## config.mk

```make
export PLATFORM = sky130hd
export DESIGN_NAME = atlas_shelf_allocator
export DESIGN_NICKNAME = d
export VERILOG_FILES = /design/src/asa_pkg.sv /design/src/asa_page_table.sv /design/src/asa_fit_unit.sv /design/src/atlas_shelf_allocator.sv
export SDC_FILE = /design/constraint.sdc
export NUM_CORES = 2
export LEC_CHECK = 0
export BUFFER_PORTS_ARGS = -buffer_cell sky130_fd_sc_hd__buf_2
export CORE_MARGIN = 10
export CORE_UTILIZATION = 57
export CTS_CLUSTER_SIZE = 28
export DETAILED_ROUTE_END_ITERATION = 16
export PLACE_DENSITY = 0.73
export SYNTH_ARGS = -nofsm -noshare
export SYNTH_HDL_FRONTEND = slang
export SYNTH_HIERARCHICAL = 1
export SYNTH_SLANG_ARGS = --single-unit
```

## constraint.sdc

```tcl
create_clock -name clk -period 14.5 [get_ports clk]
set_clock_uncertainty 0.05 [all_clocks]
set_input_delay 2.9 -clock clk [delete_from_list [all_inputs] [get_ports clk]]
set_output_delay 2.9 -clock clk [all_outputs]
set_load 0.02 [all_outputs]
```

## src/asa_pkg.sv

```systemverilog
// Shared types, constants and helpers of the atlas shelf allocator.
// Depends on nothing; every other file refers to it by scoped names.
package asa_pkg;

	// Page table geometry
	localparam int PAGES       = 16;
	localparam int PG_IDX_W    = (PAGES > 1) ? $clog2(PAGES) : 1;
	localparam int MAX_DIM     = 4096;
	localparam int DEFAULT_DIM = 512;

	// Field widths
	localparam int DIM_W      = 13;
	localparam int SUM_W      = DIM_W + 2;
	localparam int MARGIN_W   = 8;
	localparam int USERS_W    = 16;
	localparam int CMD_W      = 3;
	localparam int STATUS_W   = 2;
	localparam int ID_W       = 4;
	localparam int CFG_IDX_W  = 2;
	localparam int CFG_DATA_W = 13;

	localparam logic [DIM_W-1:0] DIM_SAT = {DIM_W{1'b1}};

	// Command codes
	localparam logic [CMD_W-1:0] CMD_INSERT_ANY  = 3'd0;
	localparam logic [CMD_W-1:0] CMD_INSERT_PAGE = 3'd1;
	localparam logic [CMD_W-1:0] CMD_CREATE      = 3'd2;
	localparam logic [CMD_W-1:0] CMD_ADD_USER    = 3'd3;
	localparam logic [CMD_W-1:0] CMD_REMOVE_USER = 3'd4;
	localparam logic [CMD_W-1:0] CMD_RESIZE      = 3'd5;

	// Status codes
	localparam logic [STATUS_W-1:0] ST_OK       = 2'd0;
	localparam logic [STATUS_W-1:0] ST_BAD_PAGE = 2'd1;
	localparam logic [STATUS_W-1:0] ST_NO_FIT   = 2'd2;
	localparam logic [STATUS_W-1:0] ST_FULL     = 2'd3;

	// Configuration register indexes
	localparam logic [CFG_IDX_W-1:0] CFG_MAX_W  = 2'd0;
	localparam logic [CFG_IDX_W-1:0] CFG_MAX_H  = 2'd1;
	localparam logic [CFG_IDX_W-1:0] CFG_MARGIN = 2'd2;

	typedef struct packed {
		logic               valid;
		logic               locked;
		logic [DIM_W-1:0]   w;
		logic [DIM_W-1:0]   h;
		logic [DIM_W-1:0]   cur_x;
		logic [DIM_W-1:0]   cur_y;
		logic [DIM_W-1:0]   shelf;
		logic [USERS_W-1:0] users;
	} entry_t;

	typedef struct packed {
		logic             fit;
		logic [DIM_W-1:0] pos_x;
		logic [DIM_W-1:0] pos_y;
		logic [DIM_W-1:0] cur_x;
		logic [DIM_W-1:0] shelf;
	} fit_t;

	typedef struct packed {
		logic [STATUS_W-1:0] status;
		logic [ID_W-1:0]     page_id;
		logic [DIM_W-1:0]    pos_x;
		logic [DIM_W-1:0]    pos_y;
		logic [DIM_W-1:0]    pw;
		logic [DIM_W-1:0]    ph;
		logic [USERS_W-1:0]  users;
	} res_t;

	// Clamp a grown sum back to the stored cursor range.
	function automatic logic [DIM_W-1:0] sat_dim(input logic [SUM_W-1:0] v);
		logic [DIM_W-1:0] r;
		r = (v > SUM_W'(DIM_SAT)) ? DIM_SAT : v[DIM_W-1:0];
		return r;
	endfunction

endpackage

```

## src/asa_page_table.sv

```systemverilog
// Page table: one entry per atlas page, one read port and one write port.
// Uses asa_pkg for the entry layout; only the valid bits are reset.
module asa_page_table (
	input  logic                           clk,
	input  logic                           arst_n,
	input  logic [asa_pkg::PG_IDX_W-1:0]   rd_idx,
	output asa_pkg::entry_t                rd_entry,
	input  logic                           wr_en,
	input  logic [asa_pkg::PG_IDX_W-1:0]   wr_idx,
	input  asa_pkg::entry_t                wr_entry
);

	logic [asa_pkg::PAGES-1:0] valid_q;
	asa_pkg::entry_t           data_q [asa_pkg::PAGES];

	always_ff @(posedge clk or negedge arst_n) begin
		if (!arst_n) begin
			valid_q <= '0;
		end else if (wr_en) begin
			valid_q[wr_idx] <= wr_entry.valid;
		end
	end

	always_ff @(posedge clk) begin
		if (wr_en) begin
			data_q[wr_idx] <= wr_entry;
		end
	end

	always_comb begin
		rd_entry       = data_q[rd_idx];
		rd_entry.valid = valid_q[rd_idx];
	end

endmodule

```

## src/asa_fit_unit.sv

```systemverilog
// Shelf fit unit: tests one page against a rectangle and works out the placement.
// Uses asa_pkg types; shared by the first-fit scan and the placement step.
module asa_fit_unit (
	input  asa_pkg::entry_t                  entry,
	input  logic [asa_pkg::DIM_W-1:0]        rect_w,
	input  logic [asa_pkg::DIM_W-1:0]        rect_h,
	input  logic [asa_pkg::MARGIN_W-1:0]     margin,
	input  logic [asa_pkg::DIM_W-1:0]        max_w,
	input  logic [asa_pkg::DIM_W-1:0]        max_h,
	output asa_pkg::fit_t                    result
);

	localparam int SW = asa_pkg::SUM_W;

	logic [SW-1:0] m1, m2, need_h, need_w, run_x, bottom;
	logic          too_big, new_shelf;

	always_comb begin
		m1      = SW'(margin);
		m2      = m1 << 1;
		need_h  = SW'(entry.shelf) + SW'(rect_h) + m2;
		need_w  = SW'(rect_w) + m2;
		run_x   = SW'(entry.cur_x) + SW'(rect_w) + m2;
		too_big = (entry.w > max_w) || (entry.h > max_h);

		result.fit = !too_big && (SW'(entry.h) >= need_h) && (SW'(entry.w) >= need_w);

		// Open a new shelf when the row cannot take the rectangle.
		new_shelf = SW'(entry.w) < run_x;
		if (new_shelf) begin
			result.pos_x = asa_pkg::sat_dim(m1);
			result.pos_y = asa_pkg::sat_dim(SW'(entry.shelf) + m1);
			result.cur_x = asa_pkg::sat_dim(need_w);
			bottom       = need_h;
		end else begin
			result.pos_x = asa_pkg::sat_dim(SW'(entry.cur_x) + m1);
			result.pos_y = entry.cur_y;
			result.cur_x = asa_pkg::sat_dim(run_x);
			bottom       = SW'(entry.cur_y) + SW'(rect_h) + m1;
		end
		result.shelf = (bottom > SW'(entry.shelf)) ? asa_pkg::sat_dim(bottom) : entry.shelf;
	end

endmodule

```

## src/atlas_shelf_allocator.sv

```systemverilog
// Sequence: page commands run an update step, then the done step; an unknown command goes
// straight to done; insert-any and create scan up to 16 page entries one per cycle, then
// run a place or open step and the done step, which queues the result once the output is free.
// Flow: one command at a time; stall stays high until the result is queued.
// Reset: arst_n clears all page valid bits, sets the size registers to 512 and the
// margin to 0; the block comes out of reset idle, ready to accept a beat.
// Top level: command sequencer, configuration registers and result register.
// Depends on asa_pkg, asa_page_table and asa_fit_unit.
module atlas_shelf_allocator (
	input  logic                              clk,
	input  logic                              arst_n,
	// configuration
	input  logic                              cfg_we,
	input  logic [asa_pkg::CFG_IDX_W-1:0]     cfg_index,
	input  logic [asa_pkg::CFG_DATA_W-1:0]    cfg_data,
	// command channel
	input  logic                              in_valid,
	output logic                              in_stall,
	input  logic [asa_pkg::CMD_W-1:0]         command,
	input  logic [asa_pkg::ID_W-1:0]          page_index,
	input  logic [asa_pkg::DIM_W-1:0]         rect_width,
	input  logic [asa_pkg::DIM_W-1:0]         rect_height,
	input  logic                              lock_page,
	// result channel
	output logic                              out_valid,
	input  logic                              out_stall,
	output logic [asa_pkg::STATUS_W-1:0]      status,
	output logic [asa_pkg::ID_W-1:0]          page_id,
	output logic [asa_pkg::DIM_W-1:0]         pos_x,
	output logic [asa_pkg::DIM_W-1:0]         pos_y,
	output logic [asa_pkg::DIM_W-1:0]         page_width,
	output logic [asa_pkg::DIM_W-1:0]         page_height,
	output logic [asa_pkg::USERS_W-1:0]       user_count
);

	localparam int IW = asa_pkg::PG_IDX_W;
	localparam int DW = asa_pkg::DIM_W;
	localparam int UW = asa_pkg::USERS_W;

	typedef enum logic [5:0] {
		S_IDLE   = 6'b000001,
		S_SCAN   = 6'b000010,
		S_UPDATE = 6'b000100,
		S_PLACE  = 6'b001000,
		S_OPEN   = 6'b010000,
		S_DONE   = 6'b100000
	} state_t;

	state_t state_q, state_n;

	// Configuration registers
	logic [DW-1:0]                max_w_q, max_h_q;
	logic [asa_pkg::MARGIN_W-1:0] margin_q;

	// Command held for the duration of its work
	logic [asa_pkg::CMD_W-1:0] cmd_q;
	logic [asa_pkg::ID_W-1:0]  idx_q;
	logic                      bad_q;
	logic [DW-1:0]             w_q, h_q;
	logic                      lock_q;

	// Sequencer registers
	logic [IW-1:0]   scan_q, scan_n;
	logic [IW-1:0]   tgt_q, tgt_n;
	logic [IW-1:0]   free_idx_q, free_idx_n;
	logic            free_found_q, free_found_n;
	asa_pkg::res_t   res_q, res_n;
	logic            out_valid_q;
	asa_pkg::res_t   out_q;

	// Page table and fit unit hookup
	logic [IW-1:0]   rd_idx, wr_idx;
	logic            tbl_we;
	asa_pkg::entry_t rd_entry, wr_entry, place_entry;
	asa_pkg::fit_t   fit;
	asa_pkg::res_t   place_res;

	logic [UW-1:0]   users_inc, users_dec;
	logic [DW-1:0]   open_w, open_h, eff_w, eff_h;
	logic            free_now, last_scan, out_free;

	function automatic logic dim_ok(input logic [DW-1:0] w, input logic [DW-1:0] h);
		logic ok;
		ok = (w != '0) && (h != '0) && (w <= DW'(asa_pkg::MAX_DIM)) &&
		     (h <= DW'(asa_pkg::MAX_DIM));
		return ok;
	endfunction

	asa_page_table u_table (
		.clk      (clk),
		.arst_n   (arst_n),
		.rd_idx   (rd_idx),
		.rd_entry (rd_entry),
		.wr_en    (tbl_we),
		.wr_idx   (wr_idx),
		.wr_entry (wr_entry)
	);

	asa_fit_unit u_fit (
		.entry  (rd_entry),
		.rect_w (w_q),
		.rect_h (h_q),
		.margin (margin_q),
		.max_w  (max_w_q),
		.max_h  (max_h_q),
		.result (fit)
	);

	// Accept a beat only while idle; a queued result does not hold off the next command.
	assign in_stall = (state_q != S_IDLE);
	assign out_free = !out_valid_q || !out_stall;

	// Read the scanned page during the scan, the target page otherwise.
	assign rd_idx = (state_q == S_SCAN) ? scan_q : tgt_q;
	assign wr_idx = (state_q == S_OPEN) ? free_idx_q : tgt_q;

	assign users_inc = (rd_entry.users == {UW{1'b1}}) ? rd_entry.users : rd_entry.users + 1'b1;
	assign users_dec = (rd_entry.users == '0) ? '0 : rd_entry.users - 1'b1;

	assign free_now  = free_found_q || !rd_entry.valid;
	assign last_scan = (scan_q == IW'(asa_pkg::PAGES - 1));

	// New page size: the rectangle for create, the default grown to the rectangle otherwise.
	always_comb begin
		if (cmd_q == asa_pkg::CMD_CREATE) begin
			open_w = w_q;
			open_h = h_q;
			eff_w  = '0;
			eff_h  = '0;
		end else begin
			open_w = (w_q > max_w_q) ? w_q : max_w_q;
			open_h = (h_q > max_h_q) ? h_q : max_h_q;
			eff_w  = w_q;
			eff_h  = h_q;
		end
	end

	// Placement of the rectangle on the target page, shared by both insert commands.
	always_comb begin
		place_entry       = rd_entry;
		place_entry.cur_x = fit.cur_x;
		place_entry.cur_y = fit.pos_y;
		place_entry.shelf = fit.shelf;
		place_entry.users = users_inc;

		place_res         = '0;
		place_res.status  = asa_pkg::ST_OK;
		place_res.page_id = asa_pkg::ID_W'(tgt_q);
		place_res.pos_x   = fit.pos_x;
		place_res.pos_y   = fit.pos_y;
		place_res.pw      = rd_entry.w;
		place_res.ph      = rd_entry.h;
		place_res.users   = users_inc;
	end

	always_comb begin
		state_n      = state_q;
		scan_n       = scan_q;
		tgt_n        = tgt_q;
		free_idx_n   = free_idx_q;
		free_found_n = free_found_q;
		res_n        = res_q;
		tbl_we       = 1'b0;
		wr_entry     = rd_entry;

		case (state_q)
			S_IDLE: begin
				if (in_valid) begin
					res_n        = '0;
					scan_n       = '0;
					free_found_n = 1'b0;
					tgt_n        = IW'(page_index);
					case (command)
						asa_pkg::CMD_INSERT_ANY, asa_pkg::CMD_CREATE: begin
							state_n = S_SCAN;
						end
						asa_pkg::CMD_INSERT_PAGE, asa_pkg::CMD_ADD_USER,
						asa_pkg::CMD_REMOVE_USER, asa_pkg::CMD_RESIZE: begin
							state_n = S_UPDATE;
						end
						default: begin
							// Unknown command: report a bad page, touch nothing.
							res_n.status = asa_pkg::ST_BAD_PAGE;
							state_n      = S_DONE;
						end
					endcase
				end
			end

			S_SCAN: begin
				if (cmd_q == asa_pkg::CMD_INSERT_ANY && rd_entry.valid && !rd_entry.locked &&
				    fit.fit) begin
					tgt_n   = scan_q;
					state_n = S_PLACE;
				end else begin
					if (!free_found_q) begin
						free_idx_n = scan_q;
					end
					free_found_n = free_now;
					// Create needs only a free slot; stop at the first one.
					if ((cmd_q == asa_pkg::CMD_CREATE && !rd_entry.valid) || last_scan) begin
						state_n = S_OPEN;
					end else begin
						scan_n = scan_q + 1'b1;
					end
				end
			end

			S_PLACE: begin
				tbl_we   = 1'b1;
				wr_entry = place_entry;
				res_n    = place_res;
				state_n  = S_DONE;
			end

			S_OPEN: begin
				state_n = S_DONE;
				if (!dim_ok(open_w, open_h)) begin
					res_n.status = asa_pkg::ST_NO_FIT;
				end else if (!free_found_q) begin
					res_n.status = asa_pkg::ST_FULL;
				end else begin
					tbl_we         = 1'b1;
					wr_entry       = '0;
					wr_entry.valid = 1'b1;
					wr_entry.locked = (cmd_q == asa_pkg::CMD_CREATE) && lock_q;
					wr_entry.w     = open_w;
					wr_entry.h     = open_h;
					wr_entry.cur_x = asa_pkg::sat_dim(asa_pkg::SUM_W'(eff_w) +
					                                  asa_pkg::SUM_W'(margin_q));
					wr_entry.shelf = asa_pkg::sat_dim(asa_pkg::SUM_W'(eff_h) +
					                                  asa_pkg::SUM_W'(margin_q));
					wr_entry.users = UW'(1);
					res_n.status   = asa_pkg::ST_OK;
					res_n.page_id  = asa_pkg::ID_W'(free_idx_q);
					res_n.pw       = open_w;
					res_n.ph       = open_h;
					res_n.users    = UW'(1);
				end
			end

			S_UPDATE: begin
				state_n       = S_DONE;
				res_n.page_id = idx_q;
				if (bad_q || !rd_entry.valid) begin
					res_n.status = asa_pkg::ST_BAD_PAGE;
				end else begin
					case (cmd_q)
						asa_pkg::CMD_INSERT_PAGE: begin
							// Lock is ignored when the page is named.
							if (fit.fit) begin
								tbl_we   = 1'b1;
								wr_entry = place_entry;
								res_n    = place_res;
							end else begin
								res_n.status = asa_pkg::ST_NO_FIT;
							end
						end
						asa_pkg::CMD_ADD_USER: begin
							tbl_we         = 1'b1;
							wr_entry.users = users_inc;
							res_n.pw       = rd_entry.w;
							res_n.ph       = rd_entry.h;
							res_n.users    = users_inc;
						end
						asa_pkg::CMD_REMOVE_USER: begin
							tbl_we = 1'b1;
							if (users_dec == '0) begin
								// Last user gone: free the page, report size zero.
								wr_entry = '0;
							end else begin
								wr_entry.users = users_dec;
								res_n.pw       = rd_entry.w;
								res_n.ph       = rd_entry.h;
								res_n.users    = users_dec;
							end
						end
						asa_pkg::CMD_RESIZE: begin
							if (rd_entry.w == w_q && rd_entry.h == h_q) begin
								res_n.pw    = rd_entry.w;
								res_n.ph    = rd_entry.h;
								res_n.users = rd_entry.users;
							end else if (!dim_ok(w_q, h_q)) begin
								res_n.status = asa_pkg::ST_NO_FIT;
							end else begin
								// Keep the cursors; only the size changes.
								tbl_we      = 1'b1;
								wr_entry.w  = w_q;
								wr_entry.h  = h_q;
								res_n.pw    = w_q;
								res_n.ph    = h_q;
								res_n.users = rd_entry.users;
							end
						end
						default: begin
							res_n.status = asa_pkg::ST_BAD_PAGE;
						end
					endcase
				end
			end

			S_DONE: begin
				// Hold the result until the output register is free.
				if (out_free) begin
					state_n = S_IDLE;
				end
			end

			default: begin
				state_n = S_IDLE;
			end
		endcase
	end

	always_ff @(posedge clk or negedge arst_n) begin
		if (!arst_n) begin
			state_q      <= S_IDLE;
			max_w_q      <= DW'(asa_pkg::DEFAULT_DIM);
			max_h_q      <= DW'(asa_pkg::DEFAULT_DIM);
			margin_q     <= '0;
			free_found_q <= 1'b0;
			out_valid_q  <= 1'b0;
		end else begin
			state_q      <= state_n;
			free_found_q <= free_found_n;
			if (cfg_we) begin
				case (cfg_index)
					asa_pkg::CFG_MAX_W:  max_w_q  <= cfg_data;
					asa_pkg::CFG_MAX_H:  max_h_q  <= cfg_data;
					asa_pkg::CFG_MARGIN: margin_q <= cfg_data[asa_pkg::MARGIN_W-1:0];
					default: ;
				endcase
			end
			// Drop the beat once taken, then load a fresh one if one is waiting.
			if (out_valid_q && !out_stall) begin
				out_valid_q <= 1'b0;
			end
			if (state_q == S_DONE && out_free) begin
				out_valid_q <= 1'b1;
			end
		end
	end

	always_ff @(posedge clk) begin
		scan_q     <= scan_n;
		tgt_q      <= tgt_n;
		free_idx_q <= free_idx_n;
		res_q      <= res_n;
		if (state_q == S_IDLE && in_valid) begin
			cmd_q  <= command;
			idx_q  <= page_index;
			bad_q  <= (32'(page_index) >= asa_pkg::PAGES);
			w_q    <= rect_width;
			h_q    <= rect_height;
			lock_q <= lock_page;
		end
		if (state_q == S_DONE && out_free) begin
			out_q <= res_q;
		end
	end

	assign out_valid   = out_valid_q;
	assign status      = out_q.status;
	assign page_id     = out_q.page_id;
	assign pos_x       = out_q.pos_x;
	assign pos_y       = out_q.pos_y;
	assign page_width  = out_q.pw;
	assign page_height = out_q.ph;
	assign user_count  = out_q.users;

	// An accepted beat always starts work.
	a_accept_busy: assert property (@(posedge clk) disable iff (!arst_n)
		(in_valid && !in_stall) |=> (state_q != S_IDLE))
		else $error("accepted command did not leave idle");

	// A first-fit hit still fits when it is placed.
	a_place_fits: assert property (@(posedge clk) disable iff (!arst_n)
		(state_q == S_PLACE) |-> (rd_entry.valid && !rd_entry.locked && fit.fit))
		else $error("placement on a page that does not fit");

	// The page table changes only in the update steps.
	a_write_state: assert property (@(posedge clk) disable iff (!arst_n)
		tbl_we |-> (state_q == S_OPEN || state_q == S_UPDATE || state_q == S_PLACE))
		else $error("page table written outside an update step");

	// A finished result reaches the output register.
	a_done_out: assert property (@(posedge clk) disable iff (!arst_n)
		(state_q == S_DONE && out_free) |=> (out_valid_q && state_q == S_IDLE))
		else $error("result not queued on completion");

endmodule
```

==> summary.md <==
| Metric | Value |
|---|---|
| Status | finished clean |
| Sw Share | about two fifths |
| Root Buffer | clkbuf_16 |
| Num ports | 130 |
| Synth warnings | 6 |
| Hold crit path type | reg2reg |
| Core Area | 0.123 mm^2 |
| Setup Fix Bufs, Post-CTS | 0 |
| Clock transition at path regs | roughly 0.060 ns |
| Yosys top cell by area | edfxtp_1 |
| Hold_buf cts | 0 |
| Global-route wire length before repair | between 200 and 300 mm |
| Peak Freq | approximately 79 MHz |
| Number of distinct library cells after synthesis | 99 |
| Gr ovfl total | 0 |
| Sequential-to-total area share from yosys stat | around two thirds |
| Maximum fanout along the worst path | 31 |
| Num CTS Buffers | around 160 |
| Post-CTS sizing | 0 |
| Final Hold Viols | 0 |
| Synth cell count leaders | edfxtp_1 (1,506), mux4_2 (332), nand2_1 (269) |
| Largest net degree at the start of global routing | ~110 |
| Initial antenna violation count | 10 |
| Most frequent cell after synthesis | edfxtp_1 |
| Via count | between 40,000 and 50,000 |
| Startpoint Class | register |
| Ys async rst share | under 10% |
| RePlAce Congestion | 0.973 |
| CP max stage delay | around 0.96 ns |
| Share of total power in combinational logic | 46.7% |
| LEAKAGE | 27.0 nW |
| CTS H-tree lvls | 4 |
| DRC violations left | 0 |
| Die Y | 372 um |
| Initial DRC Count | roughly 6,300 |
| Fin nets | roughly 4,800 |
| Top FF cell, synth | edfxtp_1 |
| CTS tree | yes |
| Relative slew slack | 14.1% |
| IR drop worst, VDD | around 0.38 mV |
| RSZ-0062 raised after global routing | false |
| WS Path Type | reg2reg |
| ANT nets after route | 0 |
| Avg Cell Area, Syn | between 15 and 20 um^2 |
| Yosys reg bits | roughly 1,600 |
| Slowest stage cell, crit path | o211ai_1 |
| Clock Sink Count | about 1,600 |
| Initial Util | about 57% |
| Arrival time worst endpoint | 13.09 ns |
| Post-synth EDFFs | ~1,500 |
| Req. time, crit path | around 15 ns |
| Pre-antenna DRT Iters | 7 |
| Syn Std Cell Area | between 0.07 and 0.08 mm^2 |
| Drt via density | about 6.8 |
| Post-synth top area share | around 64% |
| Internal power | roughly 11 mW |
| Setup TNS | 0 ns |
| Share of power burned in registers | approximately 33% |
| Tcrit/Tclk final | between 80 and 90% |
| Floorplan row count | roughly 130 |
| Hold slack | between 0.3 and 0.4 ns |
| Area contributors post-synth | edfxtp_1 (64%), mux4_2 (11%), ha_1 (3.4%), dfrtp_1 (1.9%), a22oi_1 (1.9%) |
| P&R area growth vs syn | 11.2% |
| Die ar. | about 0.14 mm^2 |
| Final min period | ~13 ns |
| DR WL/cell | 31.4 um |
| Utilization after layout | a little under two thirds |
| Worst-Skew Late Latency | ~0.8 ns |
| Max Cap Viol | 0 |
| Detailed Route WL | about 200 mm |
| Crit. End Element | register |
| Worst setup margin | 1.77 ns |
| Final Power | roughly 19 mW |
| Mapped Nets | 4,642 |
| Post-Syn Instances | between 4,000 and 5,000 |
| Slew Limit Fails | 0 |
| Pin slew with the least headroom to its limit | ~1.3 ns |
| Final setup viols | 0 |
| Hpwl dp | roughly 120 mm |
| Pwr/cell area | approximately 240 mW/mm^2 |
| Layout cells sized above 1 | about a fifth |
| # port buffers | 129 |
| Longest Clk Path Bufs | 3 |
| Post-Place Setup Slack | between 2 and 2.5 ns |
| Vias in the first global route | between 40,000 and 50,000 |
| Total GRT Usage | about 29% |
| P_sw | about 7.7 mW |
| Clock Power Share | between 20 and 25% |
| Die X-Extent | between 300 and 400 um |
==> logic make-up (layout without fill, tap and decap cells) <==
| logic type | Yosys count | in the layout | synth area share, % |
|---|---|---|---|
| xor+xnor | 117 | 117 | 1.45 |
| buf+inv | 348 | 678 | 2.21 |
| compound gates | 873 | 873 | 8.69 |
| fa+ha+maj | 227 | 227 | 4.35 |
| simple gates | 837 | 837 | 5.84 |
| mux | 396 | 396 | 11.5 |
| other cells | 0 | 2 | 0 |
| flops | 1564 | 1564 | 65.9 |
==> path summary, 6_finish.rpt <==
check                                                  end               startpoint  depth (start not counted)  slack (ns)
max                        u_table/data_q[0][17]$_DFFE_PP_   state_q[3]$_DFFE_PN0P_                         38        1.77
min                                     pos_y[5]$_DFFE_PP_  res_q[47]$_SDFFCE_PP0P_                          0        0.36
max reg2reg                u_table/data_q[0][17]$_DFFE_PP_   state_q[3]$_DFFE_PN0P_                         38        1.77
min reg2reg                             pos_y[5]$_DFFE_PP_  res_q[47]$_SDFFCE_PP0P_                          0        0.36
max in group asynchronous         free_found_q$_DFFE_PN0P_                   arst_n                          2       11.55
min in group asynchronous           max_h_q[2]$_DFFE_PN0P_                   arst_n                          2        2.26
==> critical path, delay by kind of cell (launching register included) <==
family / cells / cell delay, ns
adders and majority gates: 5 / 1.77
and+or+nand+nor: 9 / 2.73
AOI/OAI and AO/OA: 18 / 5.16
DFF: 1 / 0.43
xor gates and xnor gates: 1 / 0.23
buffers and inverters: 3 / 0.98
muxes: 2 / 0.89
==> metal layers <==
metal / global-route usage (%) / wire, um
met1: 40.5 / 76800
met2: 43.9 / 90800
met3: 6.79 / 23600
met4: 10.3 / 7910
met5: 0 / 27
==> sequential cells by signal, summed over array words and instances, names as in the netlist, 2 cells and up <==
| register | cells |
|---|---|
| idx_q | 4 |
| u_table/valid_q | 16 |
| margin_q | 8 |
| pos_x | 13 |
| h_q | 13 |
| res_q | 74 |
| cmd_q | 3 |
| state_q | 6 |
| status | 2 |
| scan_q | 4 |
| page_id | 4 |
| u_table/data_q | 1312 |
| user_count | 16 |
| max_w_q | 13 |
| max_h_q | 13 |
| tgt_q | 4 |
| w_q | 13 |
| free_idx_q | 4 |
| page_height | 13 |
| page_width | 13 |
| pos_y | 13 |
==> per-stage QoR <==
| stage | instances | cell area (um^2) |
|---|---|---|
| finish | 6331 | 78700 |
| global route | 6329 | 78700 |
| CTS | 6329 | 78700 |
| detailed placement | 6042 | 73900 |
| global placement | 6042 | 73900 |
| floorplan | 4362 | 70800 |
==> layout by cell type (no fill, tap or decap), types with 62 or more instances in the layout <==
cell type | synthesis | final
nand3_1 | 62 | 62
o21ai_0 | 142 | 140
a21oi_1 | 140 | 139
nand2_1 | 269 | 267
nor2_1 | 167 | 153
edfxtp_1 | 1506 | 1506
mux4_2 | 332 | 332
buf_2 | 53 | 129
ha_1 | 194 | 194
buf_4 | 13 | 121
xnor2_1 | 76 | 76
inv_1 | 126 | 125
a22oi_1 | 177 | 177
clkbuf_16 | 0 | 156
==> area by class of cell <==
| class | instances | area [um^2] |
|---|---|---|
| Inverter | 127 | 477 |
| Antenna cell | 2 | 5.00 |
| Fill cell | 8498 | 44700 |
| Sequential cell | 1564 | 46700 |
| Clock inverter | 95 | 832 |
| Clock buffer | 192 | 4040 |
| Timing Repair Buffer | 264 | 1830 |
| Tap cell | 1637 | 2050 |
| Multi-Input combinational cell | 2450 | 22800 |
==> power groups by stage <==
stage	Combinational [mW]	Clock, mW	Sequential, mW
after floorplan	6.01	0	6.34
after global placement	8.50	0	6.35
after detailed placement	8.63	0	6.35
after CTS	8.68	3.92	6.27
after global routing	9.57	4.11	6.29
final	8.88	3.86	6.27
Note: power is estimated with default switching activity, not from simulation.
